$ cat config.mk
export PLATFORM = sky130hd
export DESIGN_NAME = kreg_ctrl
export DESIGN_NICKNAME = d
export VERILOG_FILES = /design/src/rtl/core/kreg_pkg.sv /design/src/rtl/core/kreg_ctrl.sv
export SDC_FILE = /design/constraint.sdc
export NUM_CORES = 1
export LEC_CHECK = 0
export BUFFER_PORTS_ARGS = -buffer_cell sky130_fd_sc_hd__buf_2
export CORE_AREA = 2 2 39 41
export CTS_CLUSTER_SIZE = 24
export DETAILED_ROUTE_END_ITERATION = 7
export DIE_AREA = 0 0 41 43
export PLACE_DENSITY = 0.41
export SYNTH_ARGS = -nofsm -noshare
export SYNTH_HDL_FRONTEND = slang
export SYNTH_SLANG_ARGS = --single-unit
$ cat constraint.sdc
create_clock -name i_clk -period 2.5 [get_ports i_clk]
set_input_delay 0.5 -clock i_clk [delete_from_list [all_inputs] [get_ports i_clk]]
set_output_delay 0.5 -clock i_clk [all_outputs]
set_load 0.05 [all_outputs]
$ cat src/rtl/core/kreg_pkg.sv
// Shared constants, codes and controller/datapath interface types for the keyed edge gate.
package kreg_pkg;

    // Table depth used when the top level is not told otherwise.
    localparam int SLOTS_DEF = 256;

    // Payload length thresholds in bytes.
    localparam logic [7:0] LEN_MIN_FIRE = 8'd32;
    localparam logic [7:0] LEN_MIN_ID   = 8'd36;
    localparam logic [7:0] LEN_MIN_MODE = 8'd38;

    // Stream field widths.
    localparam int IN_DATA_W  = 88;
    localparam int OUT_DATA_W = 32;
    localparam int OUT_USER_W = 3;

    // Outcome codes reported with every result.
    localparam logic [1:0] OUT_SHORT      = 2'd0;
    localparam logic [1:0] OUT_COND_FALSE = 2'd1;
    localparam logic [1:0] OUT_SUPPRESSED = 2'd2;
    localparam logic [1:0] OUT_FIRED      = 2'd3;

    typedef enum logic [2:0] {
        ST_IDLE = 3'b001,
        ST_SCAN = 3'b010,
        ST_DONE = 3'b100
    } t_state;

    // Commands from the controller to the datapath.
    typedef struct packed {
        logic load;      // capture the accepted event and arm the scan
        logic scan;      // table scan in progress
        logic res_load;  // move the finished result into the output register
    } t_ctl;

    // Status from the datapath to the controller.
    typedef struct packed {
        logic need_track; // the event on the input needs a table access
        logic hit;        // matching slot found, level written back this cycle
        logic miss;       // scan ended without a match, slot claimed this cycle
        logic out_busy;   // output register holds a result that is not taken
    } t_sts;

endpackage

$ cat src/rtl/core/kreg_ctrl.sv
// Controller state machine of the keyed edge gate.
module kreg_ctrl
    import kreg_pkg::*;
(
    input  logic i_clk,
    input  logic i_rst_n,
    input  logic i_in_valid,
    output logic o_in_ready,
    input  t_sts i_sts,
    output t_ctl o_ctl
);

    t_state r_state;
    t_state n_state;
    logic   accept;

    assign o_in_ready = (r_state == ST_IDLE);
    assign accept     = o_in_ready && i_in_valid;

    always_comb begin
        o_ctl          = '0;
        o_ctl.load     = accept;
        o_ctl.scan     = (r_state == ST_SCAN);
        o_ctl.res_load = (r_state == ST_DONE) && !i_sts.out_busy;
    end

    always_comb begin
        n_state = r_state;
        unique case (r_state)
            ST_IDLE: begin
                if (accept) begin
                    n_state = i_sts.need_track ? ST_SCAN : ST_DONE;
                end
            end
            ST_SCAN: begin
                if (i_sts.hit || i_sts.miss) begin
                    n_state = ST_DONE;
                end
            end
            ST_DONE: begin
                if (!i_sts.out_busy) begin
                    n_state = ST_IDLE;
                end
            end
            default: n_state = ST_IDLE;
        endcase
    end

    always_ff @(posedge i_clk) begin
        if (!i_rst_n) begin
            r_state <= ST_IDLE;
        end else begin
            r_state <= n_state;
        end
    end

    // A scan ends in the cycle after its hit or miss write.
    a_scan_ends: assert property (@(posedge i_clk) disable iff (!i_rst_n)
        (o_ctl.scan && (i_sts.hit || i_sts.miss)) |=> !o_ctl.scan)
        else $error("scan continued after table write");

endmodule

### After elaboration in Yosys (flattened, before gate mapping)

Cells that the tools add are included.

| word-level totals | value |
|---|---|
| register bits | 3 |
| input port bits | 7 |
| word-level logic and storage cells | 17 |

| cells by class | value |
|---|---|
| eq/ne operators | 6 |
| multiplexer cells | 5 |
| reduce and logical (&&, ||, !) cells | 5 |

Operators with widths:

| kind | count |
|---|---|
| 2-to-1 mux 3 bit | 4 |
| one-hot mux 3 bit (3 select lines) | 1 |
| != test 2 x 1 -> 1 bit (second input constant) | 2 |
| == test 3 x 1 -> 1 bit (second input constant) | 1 |
| == test 3 x 2 -> 1 bit (second input constant) | 1 |
| == test 3 bit (second input constant) | 1 |
| AND reduction 3 bit | 1 |
| logical AND 1 bit | 2 |
| != test 2 bit (second input constant) | 1 |
| logical NOT 1 bit | 1 |
| logical OR 1 bit | 1 |

### Logic depth before layout (Yosys ltp)

| depth | value |
|---|---|
| depth after elaboration | 4 |
| gate-level depth with buffers | 3 |

### Worst setup path after synthesis

OpenSTA, ideal clock, no wires.

| timing path | value |
|---|---|
| path kind | input to output |
| start | input port i_sts[0] in the netlist's numbering |
| end | output port o_ctl[0] in the netlist's numbering |
| data arrival time | 2.143 ns |
| data required time | 2.000 ns |
| path slack | -0.143 ns |
| cell stages on the path | 1 |
| path through | nor4b_1 |

| between the ends | value |
|---|---|
| word-level cells in the longest chain between the ends | 2 |

RTL lines:

| item | line | text |
|---|---|---|
| start: declaration | kreg_ctrl.sv:9 | `input t_sts i_sts,` |
| logical NOT 1 bit | n/a |  |
| logical AND 1 bit | kreg_ctrl.sv:24 | `o_ctl.res_load = (r_state == ST_DONE) && !i_sts.out_busy;` |
| end: declaration | kreg_ctrl.sv:10 | `output t_ctl o_ctl` |

No other way between the ends.

==> reports/metrics.csv <==
metric,value,unit
max_slew_margin,0.822,
final.setup.tns,0,ns
power-per-cell-area,650,nW/um2
ys_warn_count,0,
synthDistinctLibCells,16,
grt_max_degree,9,
wl_per_cell,10.2,um
clkLatencyLatePin,0.23,ns
post_cts_buffers,0,
maxCapViolCount,0,
drv_slew,0,
outcome,"finished, final reports clean",
netlist_instances,19,
antenna_cells,0,
grt_use_met3,0.0628,
max_stage_delay,0.45,ns
setup_viol,0,
via_count,189,
core,1380,um2
dp_cells,44,
ant_nets,0,
cellLeakagePower,0.119,nW
die_h,43,um
first_global_vias,192,
clockBufferDepth,2,
crit_required,2.00,ns
clk_pin_slew,0.04,ns
dp_hpwl,391,um
dr.pass1.iters,2,
final_nets,40,
crit_family,flip-flops,
start_kind,flop,
crit_type,reg -> out,
fin_skew,0.00167,ns
hold_viol,0,
vias_per_cell,3.94,
antenna_found_initial,0,
rsz0062_at_grt,no,
initial_core_util,0.143,
tritoncts,yes,
numCtsBuffers,3,
overflow,0,
instances_no_fill,48,
grt_first_pass_wirelength,772,um
yosysSeqAreaShare,0.304,
design_area,293,um2
dp_slack,0.873,ns
grt_use_met2,0.0750,
cp_slowest_cell,dfxtp_1,
ys_ff_latch,3,
ioPinCount,11,
cts-resized-gates,0,
fin_ws,0.667,ns
drc,0,
track_usage,0.0703,
crit_fanout,8,
cts.htree.levels,1,
ctsHoldBuffers,0,
cp_cell_sequence,"nor3b_2, buf_2",
drive_gt1_frac,0.594,
worst_pin_slew,0.264,ns
largest_reg_flops,3,
crit_buf_inv,1,
grt.busiest_layer,met1,
drt_iter0_drc,4,
io_buffers,10,
timing.fmax,0.546,GHz
top_regs,r_state (3),
syn-num-nets,26,
clock_sinks,3,
rows,14,
synth_area,198,um2
synthToLayoutAreaGrowth,48.1,%
gp_congestion,0.543,
crit_arrival,1.33,ns
die_area,1760,um2
regMostFlops,r_state,
ir_drop,0.000194,V
dpl_cell_area,267,um2
min_path_type,in -> reg,
endpoint_kind,primary output,
postSynthAreaPerCell,10.4,um2
finalCritPeriodShare,0.733,
root_buffer,clkbuf_4,
drt-total-wl,490,um
die_w,41,um
min_period,1.83,ns
use_met1,0.0900,
[cells by family (layout without fill, tap and decap cells)]
logic type / Yosys count / after routing / synth area share
buf+inv: 2 / 15 / 0.0570
compound gates: 4 / 4 / 0.215
simple gates: 10 / 10 / 0.424
flops: 3 / 3 / 0.304
[metal layers]
layer  up-vias  share of wire
li1         99              -
met1        79           0.48
met2        11           0.39
met3         0           0.12
met4         0              0
met5         -              0
[final timing paths]
kind	start	cells past startpoint	slack, ns	end
max	r_state[1]	2	0.67	o_ctl[1]
min	i_rst_n	2	0.46	r_state[0]
max reg2reg	r_state[2]	3	1.43	r_state[1]
min reg2reg	r_state[2]	2	0.64	r_state[2]
[cell type report]
class | instances | area, um2
multi-input combinational | 14 | 133
clock buffer | 4 | 26.3
fill | 159 | 1090
inverter | 1 | 3.75
timing repair buffer | 10 | 50.0
tap | 16 | 20.0
sequential | 3 | 60.1
[report_power, final]
group	total, W	leakage [nW]	internal (W)	switching (W)
clock network	0.0000839	0.0150	0.0000597	0.0000241
logic	0.0000473	0.0795	0.0000185	0.0000288
registers	0.0000591	0.0247	0.0000518	0.00000726
[cells in the final DEF, fill, tap and decap left out, types with 2 or more instances in the layout]
cell type   n
nor3b_1     2
dfxtp_1     3
clkbuf_4    3
buf_2      10
[cell usage after synthesis, drive strengths merged]
cell type  n  area, um2
a22oi      1       12.5
and4bb     1       16.3
buf        1       7.51
dfxtp      3       60.1
inv        1       3.75
nand2      1       3.75
nor2       1       3.75
nor2b      1       8.76
nor3       1       5.00
nor3b      3       27.5
nor4b      1       8.76
nor4bb     1       10.0
o311a      1       10.0
o31ai      2       20.0
[worst reg2reg max path, stage by stage, from the launching register on]
cell      delay, ns
dfxtp_1        0.43
and4bb_4       0.28
a22oi_2        0.19
nor2b_2        0.05
[stage by stage]
| step | power [W] | util | hold slack, ns |
|---|---|---|---|
| final | 0.000190 | 0.212 | 0.465 |
| after global routing | 0.000204 | 0.212 | 0.470 |
| after CTS | 0.000196 | 0.212 | 0.459 |
| after detailed placement | 0.000107 | 0.193 | 0.630 |
| after global placement | 0.000106 | 0.193 | 0.630 |
| after floorplan | 0.0000958 | - | 0.565 |
Note: power is estimated with default switching activity, not from simulation.
